File: config.mk
export PLATFORM = sky130hd
export DESIGN_NAME = crc16_frame_receiver_unit
export DESIGN_NICKNAME = d
export VERILOG_FILES = /design/src/hdl/crcf_pkg.sv /design/src/hdl/crcf_crc_byte.sv /design/src/hdl/crcf_parser.sv /design/src/hdl/crc16_frame_receiver_unit.sv
export SDC_FILE = /design/constraint.sdc
export NUM_CORES = 1
export LEC_CHECK = 0
export BUFFER_PORTS_ARGS = -buffer_cell sky130_fd_sc_hd__buf_4
export CAP_MARGIN = 10
export CELL_PAD_IN_SITES_DETAIL_PLACEMENT = 1
export CELL_PAD_IN_SITES_GLOBAL_PLACEMENT = 1
export CORE_UTILIZATION = 50
export CTS_CLUSTER_SIZE = 8
export DETAILED_ROUTE_END_ITERATION = 8
export PLACE_DENSITY_LB_ADDON = 0.3
export SLEW_MARGIN = 20
export SYNTH_ARGS = -nofsm -noshare
export SYNTH_HDL_FRONTEND = slang
export SYNTH_SLANG_ARGS = --single-unit
File: constraint.sdc
create_clock -name clock -period 6.4 [get_ports clock]
set_input_delay 0.32 -clock clock [delete_from_list [all_inputs] [get_ports clock]]
set_output_delay 0.32 -clock clock [all_outputs]
set_load 0.05 [all_outputs]
File: src/hdl/crcf_pkg.sv
// Shared types and constants for the CRC-16 frame receiver.
package crcf_pkg;

   localparam logic [15:0] CRC_POLY = 16'h1021;

   localparam logic [7:0]  START_MARKER_RESET  = 8'd170;
   localparam logic [15:0] CRC_SEED_RESET      = 16'hFFFF;
   localparam logic [15:0] PAYLOAD_LIMIT_RESET = 16'd256;

   localparam int CSR_INDEX_WIDTH = 2;
   localparam int CSR_DATA_WIDTH  = 16;

   localparam logic [CSR_INDEX_WIDTH-1:0] CSR_START_MARKER  = 2'd0;
   localparam logic [CSR_INDEX_WIDTH-1:0] CSR_CRC_SEED      = 2'd1;
   localparam logic [CSR_INDEX_WIDTH-1:0] CSR_PAYLOAD_LIMIT = 2'd2;

   localparam logic KIND_DATA = 1'b0;
   localparam logic KIND_EOF  = 1'b1;

   localparam logic [1:0] STATUS_GOOD    = 2'd0;
   localparam logic [1:0] STATUS_CRC_BAD = 2'd1;
   localparam logic [1:0] STATUS_LEN_ERR = 2'd2;

   typedef enum logic [2:0] {
      PH_HUNT    = 3'd0,
      PH_TYPE    = 3'd1,
      PH_LEN_HI  = 3'd2,
      PH_LEN_LO  = 3'd3,
      PH_PAYLOAD = 3'd4,
      PH_CRC_HI  = 3'd5,
      PH_CRC_LO  = 3'd6
   } phase_type;

   typedef struct packed {
      logic [7:0]  start_marker;
      logic [15:0] crc_seed;
      logic [15:0] payload_limit;
   } cfg_type;

   typedef struct packed {
      logic        valid;
      logic        kind;
      logic [7:0]  data_byte;
      logic [7:0]  message_type;
      logic [15:0] frame_length;
      logic [1:0]  status;
   } result_type;

endpackage

File: src/hdl/crcf_crc_byte.sv
// CRC-16 update over one byte, polynomial 0x1021, MSB first.
module crcf_crc_byte
   import crcf_pkg::*;
(
   input  logic [15:0] acc,
   input  logic [7:0]  data,
   output logic [15:0] crc_next
);

   always_comb begin
      logic [15:0] c;
      c = acc ^ {data, 8'h00};
      for (int i = 0; i < 8; i++) begin
         if (c[15]) begin
            c = {c[14:0], 1'b0} ^ CRC_POLY;
         end else begin
            c = {c[14:0], 1'b0};
         end
      end
      crc_next = c;
   end

endmodule

File: src/hdl/crcf_parser.sv
// Frame parsing state machine with header fields and running CRC.
module crcf_parser
   import crcf_pkg::*;
(
   input  logic       clock,
   input  logic       reset,
   input  logic       fire,
   input  logic [7:0] rx_byte,
   input  cfg_type    cfg,
   output result_type result
);

   phase_type   phase_ff, phase_in;
   logic [7:0]  held_type_ff, held_type_in;
   logic [15:0] held_length_ff, held_length_in;
   logic [15:0] bytes_seen_ff, bytes_seen_in;
   logic [15:0] crc_acc_ff, crc_acc_in;
   logic [7:0]  crc_high_ff, crc_high_in;

   logic [15:0] crc_base;
   logic [15:0] crc_upd;
   logic [15:0] length_full;
   logic [15:0] seen_inc;

   // Seed is loaded only on the start marker
   assign crc_base = (phase_ff == PH_TYPE || phase_ff == PH_LEN_HI || phase_ff == PH_LEN_LO ||
                      phase_ff == PH_PAYLOAD) ? crc_acc_ff : cfg.crc_seed;

   crcf_crc_byte u_crc (
      .acc      (crc_base),
      .data     (rx_byte),
      .crc_next (crc_upd)
   );

   assign length_full = {held_length_ff[15:8], rx_byte};
   assign seen_inc    = bytes_seen_ff + 16'd1;

   always_ff @(posedge clock) begin
      if (reset) begin
         phase_ff       <= PH_HUNT;
         held_type_ff   <= '0;
         held_length_ff <= '0;
         bytes_seen_ff  <= '0;
         crc_acc_ff     <= '0;
         crc_high_ff    <= '0;
      end else if (fire) begin
         phase_ff       <= phase_in;
         held_type_ff   <= held_type_in;
         held_length_ff <= held_length_in;
         bytes_seen_ff  <= bytes_seen_in;
         crc_acc_ff     <= crc_acc_in;
         crc_high_ff    <= crc_high_in;
      end
   end

   always_comb begin
      phase_in       = phase_ff;
      held_type_in   = held_type_ff;
      held_length_in = held_length_ff;
      bytes_seen_in  = bytes_seen_ff;
      crc_acc_in     = crc_acc_ff;
      crc_high_in    = crc_high_ff;
      result.valid        = 1'b0;
      result.kind         = KIND_DATA;
      result.data_byte    = '0;
      result.message_type = held_type_ff;
      result.frame_length = held_length_ff;
      result.status       = STATUS_GOOD;
      case (phase_ff)
         PH_TYPE: begin
            held_type_in = rx_byte;
            crc_acc_in   = crc_upd;
            phase_in     = PH_LEN_HI;
         end
         PH_LEN_HI: begin
            held_length_in = {rx_byte, 8'h00};
            crc_acc_in     = crc_upd;
            phase_in       = PH_LEN_LO;
         end
         PH_LEN_LO: begin
            held_length_in = length_full;
            crc_acc_in     = crc_upd;
            bytes_seen_in  = '0;
            if (length_full > cfg.payload_limit) begin
               phase_in            = PH_HUNT;
               result.valid        = 1'b1;
               result.kind         = KIND_EOF;
               result.frame_length = length_full;
               result.status       = STATUS_LEN_ERR;
            end else if (length_full == 16'd0) begin
               phase_in = PH_CRC_HI;
            end else begin
               phase_in = PH_PAYLOAD;
            end
         end
         PH_PAYLOAD: begin
            crc_acc_in    = crc_upd;
            bytes_seen_in = seen_inc;
            if (seen_inc >= held_length_ff) begin
               phase_in = PH_CRC_HI;
            end
            result.valid     = 1'b1;
            result.kind      = KIND_DATA;
            result.data_byte = rx_byte;
         end
         PH_CRC_HI: begin
            crc_high_in = rx_byte;
            phase_in    = PH_CRC_LO;
         end
         PH_CRC_LO: begin
            phase_in      = PH_HUNT;
            result.valid  = 1'b1;
            result.kind   = KIND_EOF;
            result.status = ({crc_high_ff, rx_byte} == crc_acc_ff) ? STATUS_GOOD
                                                                   : STATUS_CRC_BAD;
         end
         default: begin
            // Hunting; an unused phase code falls here too
            phase_in = PH_HUNT;
            if (rx_byte == cfg.start_marker) begin
               crc_acc_in = crc_upd;
               phase_in   = PH_TYPE;
            end
         end
      endcase
   end

endmodule

File: src/hdl/crc16_frame_receiver_unit.sv
// Top level of the CRC-16 frame receiver: input register, parser, result register.
//
//  channel | direction | handshake           | payload
//  req     | in        | req_valid/req_stall | req_rx_byte
//  rsp     | out       | rsp_valid/rsp_stall | rsp_kind, rsp_data_byte, rsp_message_type,
//          |           |                     | rsp_frame_length, rsp_status
//  csr     | in        | csr_write_enable    | csr_index, csr_wdata
//
// One byte per cycle sustained while rsp is not stalled; results are registered.
// The input register and the result register each hold one transaction, so a byte is
// taken while a result still waits. Stall on rsp with a result waiting holds the result
// register and the parser; req_stall rises only once the input register is also full.
// Synchronous reset returns to hunting and loads the register defaults.
module crc16_frame_receiver_unit
   import crcf_pkg::*;
#(
   parameter int CsrIndexWidth = CSR_INDEX_WIDTH,
   parameter int CsrDataWidth  = CSR_DATA_WIDTH
) (
   input  logic                     clock,
   input  logic                     reset,
   input  logic                     req_valid,
   output logic                     req_stall,
   input  logic [7:0]               req_rx_byte,
   output logic                     rsp_valid,
   input  logic                     rsp_stall,
   output logic                     rsp_kind,
   output logic [7:0]               rsp_data_byte,
   output logic [7:0]               rsp_message_type,
   output logic [15:0]              rsp_frame_length,
   output logic [1:0]               rsp_status,
   input  logic                     csr_write_enable,
   input  logic [CsrIndexWidth-1:0] csr_index,
   input  logic [CsrDataWidth-1:0]  csr_wdata
);

   cfg_type    cfg_ff;
   logic       in_valid_ff;
   logic [7:0] in_byte_ff;
   result_type res_ff;
   result_type res_comb;
   logic       advance;
   logic       fire;

   // Configuration registers
   always_ff @(posedge clock) begin
      if (reset) begin
         cfg_ff.start_marker  <= START_MARKER_RESET;
         cfg_ff.crc_seed      <= CRC_SEED_RESET;
         cfg_ff.payload_limit <= PAYLOAD_LIMIT_RESET;
      end else if (csr_write_enable) begin
         if (csr_index == CsrIndexWidth'(CSR_START_MARKER)) begin
            cfg_ff.start_marker <= csr_wdata[7:0];
         end
         if (csr_index == CsrIndexWidth'(CSR_CRC_SEED)) begin
            cfg_ff.crc_seed <= csr_wdata[15:0];
         end
         if (csr_index == CsrIndexWidth'(CSR_PAYLOAD_LIMIT)) begin
            cfg_ff.payload_limit <= csr_wdata[15:0];
         end
      end
   end

   // Result register is free when empty or being drained this cycle
   assign advance   = !res_ff.valid || !rsp_stall;
   assign fire      = in_valid_ff && advance;
   assign req_stall = in_valid_ff && !advance;

   always_ff @(posedge clock) begin
      if (reset) begin
         in_valid_ff <= 1'b0;
      end else if (!req_stall) begin
         in_valid_ff <= req_valid;
      end
   end

   always_ff @(posedge clock) begin
      if (req_valid && !req_stall) begin
         in_byte_ff <= req_rx_byte;
      end
   end

   crcf_parser u_parser (
      .clock   (clock),
      .reset   (reset),
      .fire    (fire),
      .rx_byte (in_byte_ff),
      .cfg     (cfg_ff),
      .result  (res_comb)
   );

   always_ff @(posedge clock) begin
      if (reset) begin
         res_ff.valid <= 1'b0;
      end else if (advance) begin
         res_ff.valid <= fire && res_comb.valid;
      end
      if (fire && res_comb.valid) begin
         res_ff.kind         <= res_comb.kind;
         res_ff.data_byte    <= res_comb.data_byte;
         res_ff.message_type <= res_comb.message_type;
         res_ff.frame_length <= res_comb.frame_length;
         res_ff.status       <= res_comb.status;
      end
   end

   assign rsp_valid        = res_ff.valid;
   assign rsp_kind         = res_ff.kind;
   assign rsp_data_byte    = res_ff.data_byte;
   assign rsp_message_type = res_ff.message_type;
   assign rsp_frame_length = res_ff.frame_length;
   assign rsp_status       = res_ff.status;

endmodule

==> results list, run 1 <==
* Result of the run: finished, final reports clean
- In this run the cell area measured after placement is about 7900 um^2.
- Worst hold path endpoint: in_byte_ff[2]
- Yosys synthesis warning count: 0
- Between clock sinks in the finished design, the worst skew comes to approximately 7 ps.
- The fraction of the mapped netlist area in compound gates is 0.105.
* Count of flip-flops with a built-in enable after synthesis: 43
- The number of antenna diodes in the final layout is 0.
- Mean area per synthesized cell: between 9 and 10 um^2
- The library cell used most frequently in the layout, excluding fill and tap cells, is dfxtp_1.
- TritonCTS clock tree: yes
- Combinational family with the most area after synthesis: simple AND/OR/NAND/NOR gates
- Launch point of the worst reg-to-reg path: in_byte_ff[7]
- Clock tree synthesis selected as its root buffer the cell clkbuf_16.
* Worst-case register-to-register setup slack: ~2800 ps
- After the first detailed-routing iteration, the DRC count stood at a little under 500.
- Of the total synthesized cell area, the portion taken by full adders, half adders and majority gates is 0.0562.
- Number of library cell types mapped by synthesis: 53
- In this run the number of H-tree levels came out at 4.
* Final max-slew violation count: 0
- The tightest min-delay check is of the primary input to flip-flop type.
- Critical Path Sink Type: flip-flop
* Die width: 123 um
- Prior to clock tree synthesis, the placed netlist has a worst setup slack of 2640 ps.
- Average wire per cell in the routed design: 21.4 um
- between 60 and 70 I/O pins were placed.
- Total nets after synthesis: about 830
- Final design instance area without fill: 8520 um^2
- Die area: about 15000 um^2
- The final hold violation count is 0.
- In the global route stage, overall resource usage came out at 0.302.
- Vias in the first global route: between 6000 and 7000
* Worst Path Max Fanout: 19
- Startpoint of the worst hold path: req_rx_byte[2]
- Sum of internal, switching and leakage power: ~0.0021 W
- After detailed routing, the met2 layer carries 10600 um of wire.
* Number of cell rows: 43
- Post-cts repair resize count: 0
- The final layout contains routed wiring with a total length of ~22000 um.
- Critical path arrival: about 3700 ps
* Uppermost routed layer: met4
* Placeable core region: approximately 14000 um^2
- Setup slack closes at approximately 2800 ps.
- For the pin with the worst max-slew slack, the measured transition is 1100 ps.
- The wire-length estimate of the detail-placed layout is ~15000 um.
- Final setup viols: 0
- Hold_ws: 71.2 ps
- Buffers placed on the I/O ports in this run total 67.
* Sinks on Clock Net: about 150
- Counting every instance in the synthesized netlist gives roughly 770.
* Cell area after technology mapping: ~7400 um^2
- Max Clk Rate: roughly 0.28 GHz
- Basic-gate share of the synthesized area counting and, or, nand and nor cells: 0.173
- Summed over all nets, wire length on met3 after detailed routing comes to approximately 1000 um.
- Multiplexer area fraction after synthesis: 0.0648
- Syn-to-layout area delta: 15.9%
* Unrepaired setup endpoints after global routing: false
- Startpoint kind of the worst setup timing path: flip-flop
- Initial antenna violation count: 0
* Cell area power density: between 200 and 250 nW/um^2
- Lkg Pwr: 3.44 nW
- Remaining design rule violation count: 0
* Number of max-cap violations: 0
* Commonest cells after routing, fill and taps aside: dfxtp_1, nand2_1, buf_4, nor2_1, a21oi_1
- Reg-to-reg critical path endpoint: rsp_message_type[5]
- The critical path in this run is classified as flip-flop to flip-flop.
* Fraction of synthesis flops using an asynchronous set or reset pin: 0
- Depth of the most critical reg-to-reg path: 8
- Once detail routing completed, the nets flagged for antenna violations numbered 0.
- Entering global routing, the biggest net connects between 100 and 150 pins.
- Summed over all layers, the global routing overflow is 0.
- Counting along the longest clock path gives a buffer depth of 2.
* Clock insertion delay at the later pin of the skew report: roughly 420 ps
- The number of hold buffers added after CTS was 0.
* Min cycle time layout: roughly 3600 ps
- In the final design database the tool counted approximately 880 nets.
- Using the TritonRoute via totals, the vias-per-cell ratio works out to 5.95.
- Of the total synthesized cell area, the portion taken by XOR and XNOR cells is 0.0834.
- For this block, wires on met1 add up to 9410 um.
* Post-route clock period utilization: 0.561
- Number of buffers created by CTS: 17
- VDD IR-drop max: about 0.17 mV
- Of the cells placed in the final design, the portion with a size suffix greater than 1 is 0.145.
- Adding up every negative setup slack in the final design gives 0 ps.
- Among all flip-flop cells after synthesis, the most frequent one is dfxtp_1.
- The pre-antenna-repair detailed-routing pass consisted of 5 iterations.
- The detailed router placed roughly 6000 vias in this run.
* Die H: around 120 um
- Cell depth of the worst min-delay path: 1
- Global-route wire length before repair: roughly 34000 um
- For this configuration, the core starts out at a cell density of 0.522.
* Post-CTS repair timing setup buffer count: 0
- Worst path required time: 6530 ps
* FF+latch count, synth: 152
- At the end of routability-driven placement, the weighted congestion stood at 0.846.
- Worst rel slew slack: 0.265
* Clock transition at path regs: 60 ps
* Post-synthesis sequential area ratio: 0.472
## area by class of cell
class	instances	area (um^2)
clock buffer	19	433
timing repair buffer	73	572
multi-input combinational	536	3560
inverter	34	128
clock inverter	13	131
fill	1561	5570
sequential	152	3470
tap	180	225
## Yosys cell counts (7+ instances only)
| cell type | count | area, um^2 |
|---|---|---|
| a211oi_1 | 9 | 67.6 |
| o21ai_0 | 20 | 100 |
| inv_1 | 32 | 120 |
| mux2i_1 | 37 | 370 |
| xnor2_1 | 44 | 385 |
| dfxtp_1 | 109 | 2180 |
| nand2b_1 | 7 | 43.8 |
| nand3_1 | 18 | 90.1 |
| nand3b_1 | 22 | 165 |
| mux2_1 | 7 | 78.8 |
| and3_1 | 11 | 68.8 |
| nor2b_1 | 9 | 56.3 |
| ha_1 | 33 | 413 |
| nor2_1 | 68 | 255 |
| nand2_1 | 95 | 357 |
| a22oi_1 | 8 | 60.1 |
| xor2_1 | 13 | 114 |
| buf_2 | 11 | 55.1 |
| a21oi_1 | 55 | 275 |
| xnor2_2 | 7 | 114 |
| edfxtp_1 | 43 | 1290 |
| clkbuf_1 | 28 | 105 |
| nand4_1 | 15 | 93.8 |
## cell families (layout without fill, tap and decap cells)
kind of cell	Yosys count	in the layout
mux	46	46
flops	152	152
simple gates	267	267
compound gates	126	126
fa+ha+maj	33	33
xor+xnor	64	64
buf+inv	79	139
## worst max path at each step
stage          slack [ps]                   to          start
3_5_place_dp         2640  rsp_message_type[4]  in_byte_ff[7]
6_report             2810  rsp_message_type[5]  in_byte_ff[7]
4_1_cts              2630     rsp_data_byte[6]  in_byte_ff[7]
2_1_floorplan        2500     rsp_data_byte[0]     cfg_ff[15]
5_1_grt              2650  rsp_message_type[5]  in_byte_ff[7]
3_3_place_gp         2880  rsp_message_type[1]  in_byte_ff[5]
## power breakdown
group / internal, W / switching [W] / leakage, nW / total (W)
logic: 0.0000591 / 0.0000761 / 1.81 / 0.000135
clock network: 0.000570 / 0.000401 / 0.265 / 0.000971
registers: 0.00100 / 0.0000215 / 1.37 / 0.00102
total: 0.00163 / 0.000499 / 3.44 / 0.00213
## worst max-delay path, cell delays in order (launching register included)
cell      delay (ps)
edfxtp_1         670
ha_1             440
nand4_1          130
nor4_1           310
a21boi_1         230
o31a_1           210
nand2_1          350
a21oi_4          720
buf_16           230
## stage by stage
stage,instances,util
floorplan,767,-
global placement,974,0.562
detailed placement,974,0.562
CTS,1006,0.602
global route,1007,0.605
finish,1007,0.605
## routing by layer
layer,track usage,vias up
li1,-,2752
met1,0.394,2991
met2,0.502,203
met3,0.0489,48
met4,0.111,0
met5,0,-
## state kept, by name (all words and copies together) (netlist names), 8 cells and up
register	count
cfg_ff	40
in_byte_ff	8
rsp_data_byte	8
rsp_frame_length	16
rsp_message_type	8
u_parser.bytes_seen_ff	16
u_parser.crc_acc_ff	16
u_parser.crc_high_ff	8
u_parser.held_length_ff	16
u_parser.held_type_ff	8
Power figures use the tool's default switching activity.
==> run 2, diff against run 1 <==
--- a/config.mk
+++ b/config.mk
@@ -5,11 +5,12 @@
 export SDC_FILE = /design/constraint.sdc
 export NUM_CORES = 1
 export LEC_CHECK = 0
+export ABC_AREA = 1
 export BUFFER_PORTS_ARGS = -buffer_cell sky130_fd_sc_hd__buf_4
 export CAP_MARGIN = 10
 export CELL_PAD_IN_SITES_DETAIL_PLACEMENT = 1
 export CELL_PAD_IN_SITES_GLOBAL_PLACEMENT = 1
-export CORE_UTILIZATION = 50
+export CORE_UTILIZATION = 44
 export CTS_CLUSTER_SIZE = 8
 export DETAILED_ROUTE_END_ITERATION = 8
 export PLACE_DENSITY_LB_ADDON = 0.3
==> constraint.sdc (replaced) <==
create_clock -name clock -period 3.6 [get_ports clock]
set_input_delay 0.18 -clock clock [delete_from_list [all_inputs] [get_ports clock]]
set_output_delay 0.18 -clock clock [all_outputs]
set_load 0.05 [all_outputs]
==> results list, run 2 <==
* Remaining design rule violation count: 0 (unchanged)
- Proportion of layout cells with a drive suffix above 1: 0.135 (-0.00994)
- The post-synthesis net count came to 1026 (+23%).
- TritonCTS clock tree: yes
- Power share of the clock group: 0.442 (-0.014)
- VDD IR-drop max: 0.316 mV (+89%)
- CTS H-tree lvls: 4 (unchanged)
- Worst Path Max Fanout: 5 (-14)
- The number of detailed-route iterations in the first pass came to 5 (unchanged).
* Die area: 17500 um^2 (+15%)
- The final hold violation count came to 0 (unchanged).
- Worst path required time: 3920 ps (-2610 ps)
- cfg_ff holds more flip-flops than any other register.
* Count of flip-flops with a built-in enable after synthesis: 43 (unchanged)
- The detailed-route wire length was 23200 um (+7.8%).
- The internal cell power was 0.00314 W (+93%).
* Worst-case register-to-register setup slack: 640 ps (-2170 ps)
- Final sum of negative setup slack: 0 ps (unchanged)
- Switching power summed over all nets: 0.00109 W (+120%)
* Number of buffers created by CTS: 17 (unchanged)
- Min cycle time layout: 2960 ps (-629 ps)
- Critical Path Sink Type: flip-flop
- Lkg Pwr: 3.94 nW (+15%)
- The library cell used most frequently in the layout, excluding fill and tap cells, is nand2_1.
- The fraction of synthesized cell area taken by the top area cell type came to 0.292 (-0.00462).
* Combinational Power Share: 0.122 (+0.058)
- Instance count of the mapped netlist: 962 (+25%)
- Final design instance area without fill: 8970 um^2 (+5.3%)
- Sum of internal, switching and leakage power: 0.00423 W (+99%)
- The worst setup path is launched from a flip-flop.
- The transition time at the pin with the least slew margin was 995 ps (-106 ps).
- The fraction of power spent switching nets is 0.258 (+0.0233).
* Via density: 5.31 (-11%)
* Part of the total power dissipated in sequential elements: 0.436 (-0.044)
- Critical path cell sequence: ha_1 -> nand3_1 -> inv_1 -> nand3_1 -> nor3_1 -> nand3_1 -> xor2_1 -> inv_1 -> ha_1 -> nand4_1 -> nor3_1 -> nand3_1 -> nand4_1 -> nand2_1 -> nor2_1 -> nor2_1
* CTS max path bufs: 2 (unchanged)
- Commonest cells after routing, fill and taps aside: nand2_1, dfxtp_1, inv_1, a21oi_1, buf_4
* Placed wire-length estimate after detailed placement: 15600 um (+6.7%)
- Relative to the synthesized area, the layout overhead comes to 20.1%.
* Die H: 132 um (+7.3%)
* Layout Nets: 1109 (+26%)
- Fraction of synthesis flops using an asynchronous set or reset pin: 0 (unchanged)
- Number of buffer and inverter stages on the critical path: 2 (+1)
- The fraction of the cycle the final worst path needs was 0.823 (+0.262).
* Setup Crit Path Kind: flip-flop to flip-flop
- The run finished with clean final reports.
- The worst-case clock skew came to 11.6 ps (+4.77 ps).
- Number of max-cap violations: 0 (unchanged)
- The register bit count reported by yosys is 152 (unchanged).
- Largest stage delay on the critical path: 400 ps (-320 ps)
- The clock input transition at the sequential cells of the worst setup and hold paths came to 60 ps (about the same).
- Number of cell rows: 47 (+9.3%)
* Cell area power density: 472 nW/um^2 (+89%)
- Grouping stages by cell kind, the critical path spends the most delay in simple AND/OR/NAND/NOR gates.
- Setup repair after global routing left no endpoint under its margin.
- Final global-route overflow total: 0 (unchanged)
* Min-Delay Path Class: primary input to flip-flop
* Cell area after technology mapping: 7470 um^2 (+1.6%)
* Placeable core region: 16600 um^2 (+18%)
- Vias in the first global route: 7026 (+14%)
* Die width: 132 um (+7.3%)
- Pin count of the biggest net entering global routing: 56 (-50%)
- Number of flip-flops in the largest register: 40 (unchanged)
* Via count: 6787 (+13%)
* Largest area contributor in the synthesized netlist: dfxtp_1
- I/O Pins: 68 (unchanged)
- Max Clk Rate: 0.338 GHz (+21%)
- Mean area per synthesized cell: 7.76 um^2 (-19%)
- The initial antenna violation count came to 0 (unchanged).
- Antenna viol nets, final: 0 (unchanged)
- Port bufs: 67 (unchanged)
- Average wire per cell in the routed design: 18.2 um (-15%)
- Global-route wire length before repair: 36800 um (+8.6%)
- The total global routing track utilization was 0.274 (-0.0277).
* Number of antenna repair diodes: 0 (unchanged)
- Final max-slew violation count: 0 (unchanged)
* Hold_ws: 14.2 ps (-57.0 ps)
- Library cell contributing the largest single delay on the critical path: dfxtp_1
- Final setup viols: 0 (unchanged)
- The number of warnings issued by yosys was 0 (unchanged).
- After synthesis, the most frequently instantiated cells are nand2_1, dfxtp_1, inv_1.
- The number of placed instances, taps included came to 1230 (+26%).
- Worst rel slew slack: 0.335 (+0.0696)
- The latest clock arrival within the worst-skew pair came to 430 ps (about the same).
* Buffer cell driving the clock tree root: clkbuf_16
- Ranked by total cell area, the synthesized netlist is headed by dfxtp_1, edfxtp_1, nand2_1.
- Area after DPL: 8200 um^2 (+3.4%)
- The number of standard cells in the layout, taps in and fillers out was 1278 (+27%).
- Placer Congestion: 0.823 (-2.8%)
* Sinks on Clock Net: 152 (unchanged)
- Post-synthesis sequential area ratio: 0.465 (-0.00736)
- Post-CTS repair timing setup buffer count: 0 (unchanged)
- The starting density of the core came to 0.450 (-0.0712).
* Number of library cell types mapped by synthesis: 37 (-30%)
* Main synth FF type: dfxtp_1
* Leading cell type by number of instances after synthesis: nand2_1
- Count of routing violations after the opening detailed-route iteration: 385 (-22%)
* Critical path arrival: 3280 ps (-440 ps)
- Top cell by count, worst path: nand3_1
## run 2: cell types whose count changed after synthesis, moves of 15 or more
cell and delta:
nand3b_1 -21, xnor2_1 -33, mux2i_1 -36, nor2_1 -15, nand2_1 +171, nand3_1 +30
inv_1 +67, a21oi_1 +37, o21ai_0 +49
## run 2: logic make-up after synthesis
kind of cell               count (synthesis)  synth area share
AOI/OAI and AO/OA                        187             0.131
xor gates and xnor gates                  29            0.0340
and+or+nand+nor                          416             0.235
adders and majority gates                 33            0.0553
buffers and inverters                    144            0.0784
DFF                                      152             0.465
muxes                                      1           0.00134
## run 2: stage by stage
step | worst slack (ps) | util
floorplan | 929 | -
global placement | 818 | 0.494
detailed placement | 691 | 0.494
CTS | 656 | 0.541
global route | 285 | 0.541
finish | 637 | 0.541
## run 2: final timing paths
kind / start / endpoint / cells after the start
worst min-delay path: csr_wdata[4] / cfg_ff[20] / 3
worst min register to register: u_parser.held_type_ff[6] / rsp_message_type[6] / 0
worst max-delay path: u_parser.bytes_seen_ff[0] / u_parser.phase_ff[2] / 16
worst max register to register: u_parser.bytes_seen_ff[0] / u_parser.phase_ff[2] / 16
## run 2: final cells by class
type | instances | area [um^2]
timing repair buffer | 99 | 783
sequential | 152 | 3470
tap | 220 | 275
multi-input combinational | 666 | 3420
clock buffer | 26 | 532
clock inverter | 6 | 85.1
inverter | 109 | 409
fill | 2060 | 7610
## run 2: routing by layer
layer / part of all wire / vias to the layer above / track usage
met1: 0.46 / 3271 / 0.357
li1: - / 3321 / -
met4: 0.014 / 0 / 0.0843
met2: 0.48 / 173 / 0.467
met5: 0 / - / 0
met3: 0.044 / 22 / 0.0427
## run 2: power by group through the flow
stage                     logic [W]  registers [W]  clock network [W]
after floorplan            0.000331        0.00188                  0
after CTS                  0.000509        0.00184            0.00189
after global routing       0.000570        0.00185            0.00195
final                      0.000515        0.00185            0.00187
after detailed placement   0.000486        0.00188                  0
after global placement     0.000473        0.00188                  0
## run 2: what timing repair did
action / 4_1_cts / 5_1_grt
endpoints found under the hold margin: 16 / 0
resized for setup: 0 / 0
hold buffers: 16 / 0
## run 2: worst reg2reg max path, delay by kind of cell, from the launching register on
family | cells | cell delay (ps)
buffers and inverters | 2 | 190
and+or+nand+nor | 11 | 1630
xor gates and xnor gates | 1 | 160
adders and majority gates | 2 | 500
DFF | 1 | 400
